--- src/sv/u16550_pkg.sv ---
// Shared types and constants for the 16550-style UART register file.
// No dependencies; used by u16550_regs and uart_16550_register_file_unit.
package u16550_pkg;

   // Transaction kinds on the request channel
   typedef enum logic [1:0] {
      KIND_READ  = 2'd0,
      KIND_WRITE = 2'd1,
      KIND_LINE  = 2'd2,
      KIND_NONE  = 2'd3
   } kind_type;

   // Register offsets from the port base
   typedef enum logic [2:0] {
      REG_DATA    = 3'd0,   // RBR / THR, or DLL with DLAB
      REG_IER     = 3'd1,   // IER, or DLM with DLAB
      REG_IIR     = 3'd2,   // IIR on read, FCR on write
      REG_LCR     = 3'd3,
      REG_MCR     = 3'd4,
      REG_LSR     = 3'd5,
      REG_MSR     = 3'd6,
      REG_SCRATCH = 3'd7
   } reg_offset_type;

   localparam int unsigned BYTE_W     = 8;
   localparam int unsigned DIVISOR_W  = 16;
   localparam int unsigned IER_W      = 4;
   localparam int unsigned MCR_W      = 5;

   // Bit positions
   localparam int unsigned LCR_DLAB_BIT = 7;
   localparam int unsigned MCR_DTR_BIT  = 0;
   localparam int unsigned MCR_RTS_BIT  = 1;
   localparam int unsigned MCR_OUT1_BIT = 2;
   localparam int unsigned MCR_OUT2_BIT = 3;
   localparam int unsigned MCR_LOOP_BIT = 4;
   localparam int unsigned IER_RDA_BIT  = 0;

   // IIR codes
   localparam logic [BYTE_W-1:0] IIR_RX_PENDING = 8'h04;
   localparam logic [BYTE_W-1:0] IIR_NO_PENDING = 8'h01;

   // One request transaction
   typedef struct packed {
      kind_type            kind;
      reg_offset_type      reg_offset;
      logic [BYTE_W-1:0]   write_data;
      logic [BYTE_W-1:0]   line_byte;
   } req_item_type;

   // One response transaction
   typedef struct packed {
      logic [BYTE_W-1:0]   read_data;
      logic                tx_valid;
      logic [BYTE_W-1:0]   tx_byte;
      logic                irq_out;
   } rsp_item_type;

endpackage

--- src/sv/u16550_regs.sv ---
// UART register state and access decode: one transaction per enabled cycle.
// Depends on u16550_pkg for the transaction types and register map.
module u16550_regs (
   input  logic                     clock,
   input  logic                     reset,
   input  logic                     step_en,
   input  u16550_pkg::req_item_type item,
   output u16550_pkg::rsp_item_type result
);

   logic [u16550_pkg::DIVISOR_W-1:0] divisor_ff, divisor_in;
   logic [u16550_pkg::BYTE_W-1:0]    lcr_ff, lcr_in;
   logic [u16550_pkg::IER_W-1:0]     ier_ff, ier_in;
   logic [u16550_pkg::MCR_W-1:0]     mcr_ff, mcr_in;
   logic [u16550_pkg::BYTE_W-1:0]    rx_ff, rx_in;
   logic                             data_ready_ff, data_ready_in;
   logic                             overrun_ff, overrun_in;
   logic [u16550_pkg::BYTE_W-1:0]    scratch_ff, scratch_in;

   logic                             dlab;
   logic                             loop_mode;
   logic                             irq_now;
   logic                             rx_take;
   logic [u16550_pkg::BYTE_W-1:0]    rx_byte;

   assign dlab      = lcr_ff[u16550_pkg::LCR_DLAB_BIT];
   assign loop_mode = mcr_ff[u16550_pkg::MCR_LOOP_BIT];
   assign irq_now   = mcr_ff[u16550_pkg::MCR_OUT2_BIT] & ier_ff[u16550_pkg::IER_RDA_BIT]
                      & data_ready_ff;

   // Access decode and next state
   always_comb begin
      divisor_in    = divisor_ff;
      lcr_in        = lcr_ff;
      ier_in        = ier_ff;
      mcr_in        = mcr_ff;
      scratch_in    = scratch_ff;
      overrun_in    = overrun_ff;
      rx_take       = 1'b0;
      rx_byte       = item.line_byte;
      result        = '0;
      // read side effects applied to data_ready before a receive can set it
      data_ready_in = data_ready_ff;

      unique case (item.kind)
         u16550_pkg::KIND_READ: begin
            unique case (item.reg_offset)
               u16550_pkg::REG_DATA: begin
                  if (dlab) begin
                     result.read_data = divisor_ff[u16550_pkg::BYTE_W-1:0];
                  end else begin
                     result.read_data = rx_ff;
                     data_ready_in    = 1'b0;
                  end
               end
               u16550_pkg::REG_IER: begin
                  result.read_data = dlab ? divisor_ff[u16550_pkg::DIVISOR_W-1:u16550_pkg::BYTE_W]
                                          : {4'b0000, ier_ff};
               end
               u16550_pkg::REG_IIR: begin
                  result.read_data = irq_now ? u16550_pkg::IIR_RX_PENDING
                                             : u16550_pkg::IIR_NO_PENDING;
               end
               u16550_pkg::REG_LCR:     result.read_data = lcr_ff;
               u16550_pkg::REG_MCR:     result.read_data = {3'b000, mcr_ff};
               u16550_pkg::REG_LSR: begin
                  result.read_data = {2'b00, 1'b1, 3'b000, overrun_ff, data_ready_ff};
                  overrun_in       = 1'b0;
               end
               u16550_pkg::REG_MSR: begin
                  if (loop_mode) begin
                     result.read_data = {mcr_ff[u16550_pkg::MCR_OUT2_BIT],
                                         mcr_ff[u16550_pkg::MCR_OUT1_BIT],
                                         mcr_ff[u16550_pkg::MCR_DTR_BIT],
                                         mcr_ff[u16550_pkg::MCR_RTS_BIT],
                                         4'b0000};
                  end
               end
               u16550_pkg::REG_SCRATCH: result.read_data = scratch_ff;
               default:                 result.read_data = '0;
            endcase
         end
         u16550_pkg::KIND_WRITE: begin
            unique case (item.reg_offset)
               u16550_pkg::REG_DATA: begin
                  if (dlab) begin
                     divisor_in[u16550_pkg::BYTE_W-1:0] = item.write_data;
                  end else if (loop_mode) begin
                     rx_take = 1'b1;
                     rx_byte = item.write_data;
                  end else begin
                     result.tx_valid = 1'b1;
                     result.tx_byte  = item.write_data;
                  end
               end
               u16550_pkg::REG_IER: begin
                  if (dlab) begin
                     divisor_in[u16550_pkg::DIVISOR_W-1:u16550_pkg::BYTE_W] = item.write_data;
                  end else begin
                     ier_in = item.write_data[u16550_pkg::IER_W-1:0];
                  end
               end
               u16550_pkg::REG_LCR:     lcr_in     = item.write_data;
               u16550_pkg::REG_MCR:     mcr_in     = item.write_data[u16550_pkg::MCR_W-1:0];
               u16550_pkg::REG_SCRATCH: scratch_in = item.write_data;
               // FCR, LSR and MSR writes have no effect
               default: ;
            endcase
         end
         u16550_pkg::KIND_LINE: begin
            // serial input is cut off in loopback
            rx_take = !loop_mode;
         end
         default: ;
      endcase

      // Receive path: a byte landing on unread data flags overrun
      if (rx_take) begin
         if (data_ready_ff) begin
            overrun_in = 1'b1;
         end
         data_ready_in = 1'b1;
      end
      rx_in = rx_take ? rx_byte : rx_ff;

      result.irq_out = mcr_in[u16550_pkg::MCR_OUT2_BIT] & ier_in[u16550_pkg::IER_RDA_BIT]
                       & data_ready_in;
   end

   // State registers
   always_ff @(posedge clock) begin
      if (reset) begin
         divisor_ff    <= '0;
         lcr_ff        <= '0;
         ier_ff        <= '0;
         mcr_ff        <= '0;
         rx_ff         <= '0;
         data_ready_ff <= 1'b0;
         overrun_ff    <= 1'b0;
         scratch_ff    <= '0;
      end else if (step_en) begin
         divisor_ff    <= divisor_in;
         lcr_ff        <= lcr_in;
         ier_ff        <= ier_in;
         mcr_ff        <= mcr_in;
         rx_ff         <= rx_in;
         data_ready_ff <= data_ready_in;
         overrun_ff    <= overrun_in;
         scratch_ff    <= scratch_in;
      end
   end

`ifndef NO_ASSERTIONS
   // A raised interrupt always leaves data ready behind
   a_irq_has_data: assert property (@(posedge clock) disable iff (reset)
      step_en && result.irq_out |=> data_ready_ff)
      else $error("irq raised without data ready");

   // Nothing goes out on the line in loopback or with DLAB set
   a_tx_gated: assert property (@(posedge clock) disable iff (reset)
      step_en && result.tx_valid |-> !loop_mode && !dlab)
      else $error("tx byte emitted in loopback or DLAB mode");

   // Read data is zero unless the transaction is a bus read
   a_rdata_only_on_read: assert property (@(posedge clock) disable iff (reset)
      step_en && item.kind != u16550_pkg::KIND_READ |-> result.read_data == '0)
      else $error("read data nonzero on non-read transaction");

   // A line byte outside loopback lands in the holding register
   a_line_capture: assert property (@(posedge clock) disable iff (reset)
      step_en && item.kind == u16550_pkg::KIND_LINE && !loop_mode
      |=> data_ready_ff && rx_ff == $past(item.line_byte))
      else $error("line byte not captured");
`endif

endmodule

--- src/sv/uart_16550_register_file_unit.sv ---
// Top level of the 16550-style UART register file: request/response pipeline.
// Depends on u16550_pkg and u16550_regs.
//
// Usage:
//   Request channel (req_*): one transaction is a bus read (kind 0), a bus write
//   (kind 1) at offsets 0..7, or a byte arriving from the serial line (kind 2).
//   Kind 3 changes nothing and only reports the interrupt level.
//   Response channel (rsp_*): exactly one response per request, in order, with
//   the read data, an outgoing line byte with its valid flag, and the
//   interrupt level after the transaction.
//   A transaction moves at a clock edge where valid is high and stall is low.
//   Response path: a request passes through the input register, then the
//   response register, where rsp_valid rises; a receiver stall can hold it
//   in the input register. Throughput: one transaction per cycle while rsp_stall
//   is low; register state is updated as a request moves into the response register.
//   Receiver stall: the response register holds; the held request waits in
//   the input register and req_stall rises once both are full.
//   Reset: register file state clears to zero, both pipeline stages empty; payloads are not reset.
module uart_16550_register_file_unit (
   input  logic       clock,
   input  logic       reset,
   input  logic       req_valid,
   output logic       req_stall,
   input  logic [1:0] req_kind,
   input  logic [2:0] req_reg_offset,
   input  logic [7:0] req_write_data,
   input  logic [7:0] req_line_byte,
   output logic       rsp_valid,
   input  logic       rsp_stall,
   output logic [7:0] rsp_read_data,
   output logic       rsp_tx_valid,
   output logic [7:0] rsp_tx_byte,
   output logic       rsp_irq_out
);

   logic                     in_valid_ff, in_valid_in;
   u16550_pkg::req_item_type in_item_ff, in_item_in;
   logic                     out_valid_ff, out_valid_in;
   u16550_pkg::rsp_item_type out_item_ff, out_item_in;
   u16550_pkg::rsp_item_type step_result;
   logic                     advance;
   logic                     req_take;

   // Pipeline handshake
   assign advance   = in_valid_ff && (!out_valid_ff || !rsp_stall);
   assign req_stall = in_valid_ff && !advance;
   assign req_take  = req_valid && !req_stall;

   always_comb begin
      in_item_in.kind       = u16550_pkg::kind_type'(req_kind);
      in_item_in.reg_offset = u16550_pkg::reg_offset_type'(req_reg_offset);
      in_item_in.write_data = req_write_data;
      in_item_in.line_byte  = req_line_byte;

      if (req_take) begin
         in_valid_in = 1'b1;
      end else if (advance) begin
         in_valid_in = 1'b0;
      end else begin
         in_valid_in = in_valid_ff;
      end

      if (advance) begin
         out_valid_in = 1'b1;
      end else if (out_valid_ff && !rsp_stall) begin
         out_valid_in = 1'b0;
      end else begin
         out_valid_in = out_valid_ff;
      end
      out_item_in = advance ? step_result : out_item_ff;
   end

   // Register file and access decode
   u16550_regs u_regs (
      .clock   (clock),
      .reset   (reset),
      .step_en (advance),
      .item    (in_item_ff),
      .result  (step_result)
   );

   // Valid flags
   always_ff @(posedge clock) begin
      if (reset) begin
         in_valid_ff  <= 1'b0;
         out_valid_ff <= 1'b0;
      end else begin
         in_valid_ff  <= in_valid_in;
         out_valid_ff <= out_valid_in;
      end
   end

   // Payload registers
   always_ff @(posedge clock) begin
      if (req_take) begin
         in_item_ff <= in_item_in;
      end
      out_item_ff <= out_item_in;
   end

   assign rsp_valid     = out_valid_ff;
   assign rsp_read_data = out_item_ff.read_data;
   assign rsp_tx_valid  = out_item_ff.tx_valid;
   assign rsp_tx_byte   = out_item_ff.tx_byte;
   assign rsp_irq_out   = out_item_ff.irq_out;

endmodule
--- config.mk ---
export PLATFORM = sky130hd
export DESIGN_NAME = uart_16550_register_file_unit
export DESIGN_NICKNAME = d
export VERILOG_FILES = /design/src/sv/u16550_pkg.sv /design/src/sv/u16550_regs.sv /design/src/sv/uart_16550_register_file_unit.sv
export SDC_FILE = /design/constraint.sdc
export NUM_CORES = 1
export LEC_CHECK = 0
export BUFFER_PORTS_ARGS = -buffer_cell sky130_fd_sc_hd__buf_2
export CAP_MARGIN = 20
export CORE_ASPECT_RATIO = 1.2
export CORE_MARGIN = 5
export CORE_UTILIZATION = 52
export CTS_CLUSTER_DIAMETER = 40
export DETAILED_ROUTE_END_ITERATION = 12
export PLACE_DENSITY = 0.76
export REMOVE_ABC_BUFFERS = 1
export SLEW_MARGIN = 40
export SYNTH_ARGS = -nofsm -noshare
export SYNTH_HDL_FRONTEND = slang
export SYNTH_SLANG_ARGS = --single-unit
--- constraint.sdc ---
create_clock -name clock -period 1.84 [get_ports clock]
set_input_delay 0.368 -clock clock [delete_from_list [all_inputs] [get_ports clock]]
set_output_delay 0.368 -clock clock [all_outputs]
set_load 0.05 [all_outputs]
# Yosys cells after proc, flatten, opt, wreduce, memory -nomap -nowiden

Cells that the tools add are included.
Widths: inputs -> output; s select.

Register bits: 92
Input bits: 25
Output and inout bits: 20
Logic and storage cells: 91

Equality and inequality tests: 9
Mux-type cells: 31
Bitwise gates (word level): 7
Reductions and logical operators: 23

Operators with widths:

| kind               | number |
|---|---|
| $pmux 8 s8         | 1 |
| $mux 8             | 7 |
| $mux 1             | 18 |
| $eq 3x3->1 const B | 4 |
| $reduce_and 4->1   | 3 |
| $mux 9             | 1 |
| $reduce_and 3->1   | 3 |
| $mux 4             | 2 |
| $eq 3x2->1 const B | 2 |
| $logic_not 1->1    | 5 |
| $and 1x1->1        | 4 |
| $logic_and 1x1->1  | 4 |
| $reduce_bool 2->1  | 2 |
| $reduce_or 4->1    | 1 |
| $eq 3x1->1 const B | 1 |
| $logic_not 3->1    | 1 |
| $mux 3             | 1 |
| $not 1->1          | 3 |
| $reduce_or 3->1    | 1 |
| $eq 2x1->1 const B | 1 |
| $eq 2x2->1 const B | 1 |
| $logic_not 2->1    | 1 |
| $pmux 1 s2         | 1 |
| $reduce_and 2->1   | 1 |
| $logic_or 1x1->1   | 1 |

# Depth between registers and ports, before layout

Depth after elaboration: 8
Gate-level depth with buffers: 8
Depth with buffers taken out: 6

# Cells and area by module

A second synthesis with hierarchy kept.

Cells, all modules: 375
Area, all modules: 4119.0 µm²

By module, submodules not included:

| module                        | times used | cells an instance | area each (µm²) | sequential area each (µm²) |
|---|---|---|---|---|
| u16550_regs                   | 1          | 326               | 2861.5          | 1021.0 |
| uart_16550_register_file_unit | 1          | 49                | 1257.5          | 1211.2 |

# Worst setup path before layout

Ideal clock, no wire load.

Path kind: register to register
Start: register out_valid_ff, in the netlist rsp_valid
End: register in_item_ff[0] (netlist name), enable pin
Library setup time: 0.401 ns
Data arrival time: 1.943 ns
Required time: 1.439 ns
Slack: -0.503 ns
Cell stages (with the launch flop): 3
Buffers on the path: 0
Clock period less this slack: 2.343 ns
Cells stage by stage: dfxtp_1 > and3_1 > nor2b_1

Word-level cells in the longest chain between the ends: 7

RTL lines:

| item                   | line                                | text |
|---|---|---|
| from (decl)            | uart_16550_register_file_unit.sv:38 | `logic out_valid_ff, out_valid_in;` |
| from (signal assigned) | uart_16550_register_file_unit.sv:89 | `out_valid_ff <= out_valid_in;` |
| $logic_not 1->1        | uart_16550_register_file_unit.sv:45 | `assign advance = in_valid_ff && (!out_valid_ff \|\| !rsp_stall);` |
| $logic_or 1x1->1       | uart_16550_register_file_unit.sv:45 |  |
| $logic_and 1x1->1      | uart_16550_register_file_unit.sv:45 |  |
| $logic_not 1->1        | uart_16550_register_file_unit.sv:46 | `assign req_stall = in_valid_ff && !advance;` |
| $logic_and 1x1->1      | uart_16550_register_file_unit.sv:46 |  |
| named net req_stall    | uart_16550_register_file_unit.sv:23 | `output logic req_stall,` |
| $logic_not 1->1        | uart_16550_register_file_unit.sv:47 | `assign req_take = req_valid && !req_stall;` |
| $logic_and 1x1->1      | uart_16550_register_file_unit.sv:47 |  |
| to (signal assigned)   | uart_16550_register_file_unit.sv:96 | `in_item_ff <= in_item_in;` |
| to (decl)              | uart_16550_register_file_unit.sv:37 | `u16550_pkg::req_item_type in_item_ff, in_item_in;` |

The timed path passes the listed nets, and every way through them passes these cells.
A chain may end at the register's enable or synchronous reset.

# Worst setup path in the final report

Start: register in_item_ff[20] (netlist name)
End: register u_regs.rx_ff[4] (netlist name)

Word-level cells in the longest chain between the ends: 3
Elaborated cells on any way between the ends: 5
Classes of those cells: eq/ne: 2; mux: 2; reduce/logical: 1

RTL lines:

| item                                            | line               | text |
|---|---|---|
| $eq 2x2->1 / $eq 2x1->1 (equally long branches) | u16550_regs.sv:45  | `unique case (item.kind)` |
| $pmux 1 s2                                      | u16550_regs.sv:45  |  |
| $reduce_and 2->1 (no source line)               | n/a                |  |
| to (signal assigned)                            | u16550_regs.sv:146 | `rx_ff <= rx_in;` |
| to (decl)                                       | u16550_regs.sv:15  | `logic [u16550_pkg::BYTE_W-1:0] rx_ff, rx_in;` |

Parallel ways exist; a longest one is shown, timed or not.

==> impl.org <==
** Run status
- Outcome :: finished with violations
- Failing checks :: setup timing

** Yosys
- Cells after Synth :: 365
- Register bit count reported by yosys :: 92
- Share of flip-flops with an asynchronous set or reset after synthesis :: 0
- Mean cell area of the mapped netlist :: 10.9 µm²
- Commonest register cell after synthesis :: dfxtp_1
- Share of the synthesized area in the top cell type :: 0.295
- Count of cell types in the netlist :: 45
- Of the synthesized area, sequential elements account for 0.562.
- The synthesized design spends more area on one cell type than any other, namely edfxtp_1.
- After synthesis, the cell types taking the most area are edfxtp_1 29%, dfxtp_1 27%, mux2i_1 13%.
- Number of flops mapped to enable cells by yosys :: 39
- The synthesized netlist occupies a cell area of 3980 µm².
- Count of warnings emitted by yosys :: 0

** Place
- Instance area after placement :: 4370 µm²
- Detailed placement ended at an HPWL of 6.05 mm.
- Port Buffer Count :: 44
- At the end of routability-driven placement, the weighted congestion stood at 0.907.

** STA
- Across all setup checks in the final design, the least slack found is -0.0244 ns.
- Tightest Pin Transition :: 0.546 ns
- The worst path in the final design needs a cycle of 1.86 ns, including I/O delays and setup.
- Maximum achievable frequency :: 0.536 GHz
- Final setup violation count :: 3
- Of the available clock period, the critical path in the final layout requires 1.01.
- Worst slew margin relative to its limit :: 0.636
- Unrepaired setup endpoints after global routing :: true
- Post-Route Hold Slack :: 0.185 ns
- In the final timing run, aggregate negative setup slack is -0.0413 ns.
- The number of pins with negative max-slew slack in the final report came to 0.
- Count of endpoints failing hold in the final timing report :: 0
- Across the routed clock network, the largest skew measured is 0.00835 ns.

** CTS
- The clock reaches the later pin of the worst-skew pair after 0.35 ns.
- Reg clk slew, reported paths :: 0.08 ns
- Buffers from clock root to sink, at most :: 2
- H-tree lvl count :: 3
- TritonCTS created 9 clock buffers.
- TritonCTS built the clock tree.
- Clk sinks :: 92
- Root buffer cell :: clkbuf_8

** Layout
- Nets :: 446
- The sequential cells in the finished layout cover a total of 2230 µm².
- Summed area of non-filler cells in the final layout :: 4640 µm²
- Final Core Density :: 0.613
- Fraction of layout cells with a size suffix above 1 :: 0.234
- The filler cells instantiated in the layout total 631.
- Area added between synthesis and finish :: 16.8%
- The repair_antennas step left the layout with diodes totalling 0.
- In the final layout, the multi-input gates occupy 1630 µm².

** Critical path
- Setup slack on the worst reg-to-reg path comes out at -0.02 ns.
- Critical path launch point :: in_item_ff[20]
- The startpoint identified for the worst register-to-register timing path is in_item_ff[20].
- Arrival time worst endpoint :: 2.12 ns
- Capturing element of the worst setup path :: u_regs.rx_ff[4]
- Capturing element type of the critical path :: register
- The worst register-to-register path ends at u_regs.rx_ff[4].
- Measured in cells, the most critical reg-to-reg path has a length of 6.
- Along the worst path, the maximum fanout reaches 8.
- The worst setup path is launched from a register.
- Data on the critical path is required at its endpoint by 2.09 ns.
- The critical path is of the register to register type.

** Job
- Maxcap violations :: 0

** Route
- Pre-antenna DRT Iters :: 4
- Detailed-route wire length per cell :: 17.1 µm
- Ratio of routed vias to standard cells :: 5.70
- DR DRC count :: 0
- The routed design has 8.82 mm of wire.
- Number of DRC violations after detailed-routing iteration 0 :: 279
- Across all layers, the routed design uses 2935 vias.
- In this run the remaining antenna-violating nets after routing total 0.

** Power
- The analysis attributes to cell leakage a power of 0.00208 µW.
- Peak VDD IR :: 0.570 mV
- Power spread over the standard cell area amounts to 859 nW/µm².
- Post-layout power :: 3990 µW

** Hold path
- HP Class :: input port to register

** Global routing
- First-pass GRT wire length :: 14.5 mm
- Number of antenna violations at the first check in global routing :: 0
- Entering global routing, the biggest net connects 54 pins.
- In the global route stage, overall resource usage came out at 0.192.
- Remaining Overflow, GRT :: 0
- Via count of the first global-routing pass :: 2892

** Floorplanning
- Initial Util :: 0.525
- The total area inside the core boundary comes to 7580 µm².
- In this run the core area contains 35 standard-cell rows.
- The die is 89.8 µm wide.
- Measured along the y axis, the die boundary spans 106 µm.
- During I/O placement, the number of pins put on the boundary was 45.
- Die area :: 9500 µm²
where the power goes:
| part | leakage [µW] | switching (µW) | internal (µW) | total [µW] |
|---|---|---|---|---|
| logic | 0.00118 | 224 | 111 | 335 |
| clock network | 0.000105 | 659 | 768 | 1430 |
| registers | 0.000794 | 42.3 | 2180 | 2230 |
| total | 0.00208 | 925 | 3060 | 3990 |
worst min path at each step:
| stage | slack (ns) | start | end | depth (start not counted) |
|---|---|---|---|---|
| 5_1_grt | 0.16 | req_line_byte[5] | in_item_ff[5] | 1 |
| 6_report | 0.18 | req_write_data[0] | in_item_ff[8] | 1 |
| 4_1_cts | 0.17 | req_line_byte[5] | in_item_ff[5] | 1 |
| 3_3_place_gp | 0.46 | u_regs.rx_ff[6] | u_regs.rx_ff[6] | 2 |
| 2_1_floorplan | 0.44 | reset | u_regs.data_ready_ff | 1 |
| 3_5_place_dp | 0.48 | u_regs.rx_ff[6] | u_regs.rx_ff[6] | 2 |
per-stage QoR:
step,worst slack (ns),std cells
detailed placement,0.0243,496
floorplan,-0.503,341
finish,-0.0244,515
global placement,0.125,496
global route,-0.133,515
CTS,0.0509,512
layer usage:
layer,global-route usage,part of all wire,up-vias
li1,-,-,1417
met1,0.233,0.41,1420
met2,0.331,0.52,84
met3,0.0335,0.048,14
met4,0.0832,0.019,0
met5,0,0,-
cells in the mapped netlist, types with 4 or more instances:
| cell type | n |
|---|---|
| o32ai_1 | 8 |
| dfxtp_1 | 53 |
| a31oi_1 | 4 |
| o21ai_0 | 17 |
| a21oi_1 | 12 |
| edfxtp_1 | 39 |
| buf_2 | 6 |
| o211ai_1 | 4 |
| clkbuf_1 | 14 |
| nor2_1 | 47 |
| inv_1 | 12 |
| and2_1 | 9 |
| nand3_1 | 9 |
| nand2_1 | 25 |
| and3_1 | 4 |
| mux2i_1 | 53 |
| nor2b_1 | 5 |
final cells by class:
type,count,share of cell area
Clock buffer,12,0.0291
Clock inverter,4,0.0159
Tap cell,92,0.0248
Sequential cell,92,0.481
Inverter,13,0.0105
Multi-Input combinational cell,236,0.350
Timing Repair Buffer,66,0.0884
critical path, cell delays in order, from the launching register on:
cell and delay, ns:
edfxtp_1 0.42, inv_2 0.10, ha_1 0.18, nor3b_4 0.25, a41oi_2 0.17, or3_4 0.48, o32ai_1 0.16
cells by family after synthesis:
logic type / after synthesis / share of synthesized area
compound gates: 60 / 0.101
fa+ha+maj: 3 / 0.00944
buf+inv: 37 / 0.0406
flops: 92 / 0.562
mux: 54 / 0.136
simple gates: 119 / 0.151
flip-flops by register name, summed over array words and instances (netlist names), 4 cells and up:
register	flops
u_regs.lcr_ff	8
rsp_read_data	8
u_regs.ier_ff	4
in_item_ff	21
u_regs.mcr_ff	5
rsp_tx_byte	8
u_regs.scratch_ff	8
u_regs.divisor_ff	16
u_regs.rx_ff	8
placed cells by master (no fill, tap or decap), drive strengths merged, types with 2 or more instances in the layout:
master / instances
bufinv: 2
a21oi: 12
clkbuf: 12
nor2: 48
and2: 9
or3: 2
a31oi: 4
o21ai: 17
ha: 3
o211ai: 4
o221ai: 3
buf: 66
nor2b: 5
clkinv: 2
dfxtp: 53
o221a: 2
a211oi: 3
nand2b: 2
o32ai: 8
inv: 13
mux2i: 53
nand3: 10
nand3b: 3
nand4: 4
edfxtp: 39
and3: 4
nor3: 3
nand2: 25
timing repair:
action                     4_1_cts  5_1_grt
pin swaps                        0        1
setup buffers                    0        3
setup endpoints to repair        2       15
gates resized for setup          2        6
hold buffers                     0        0
Note: power is estimated with default switching activity, not from simulation.
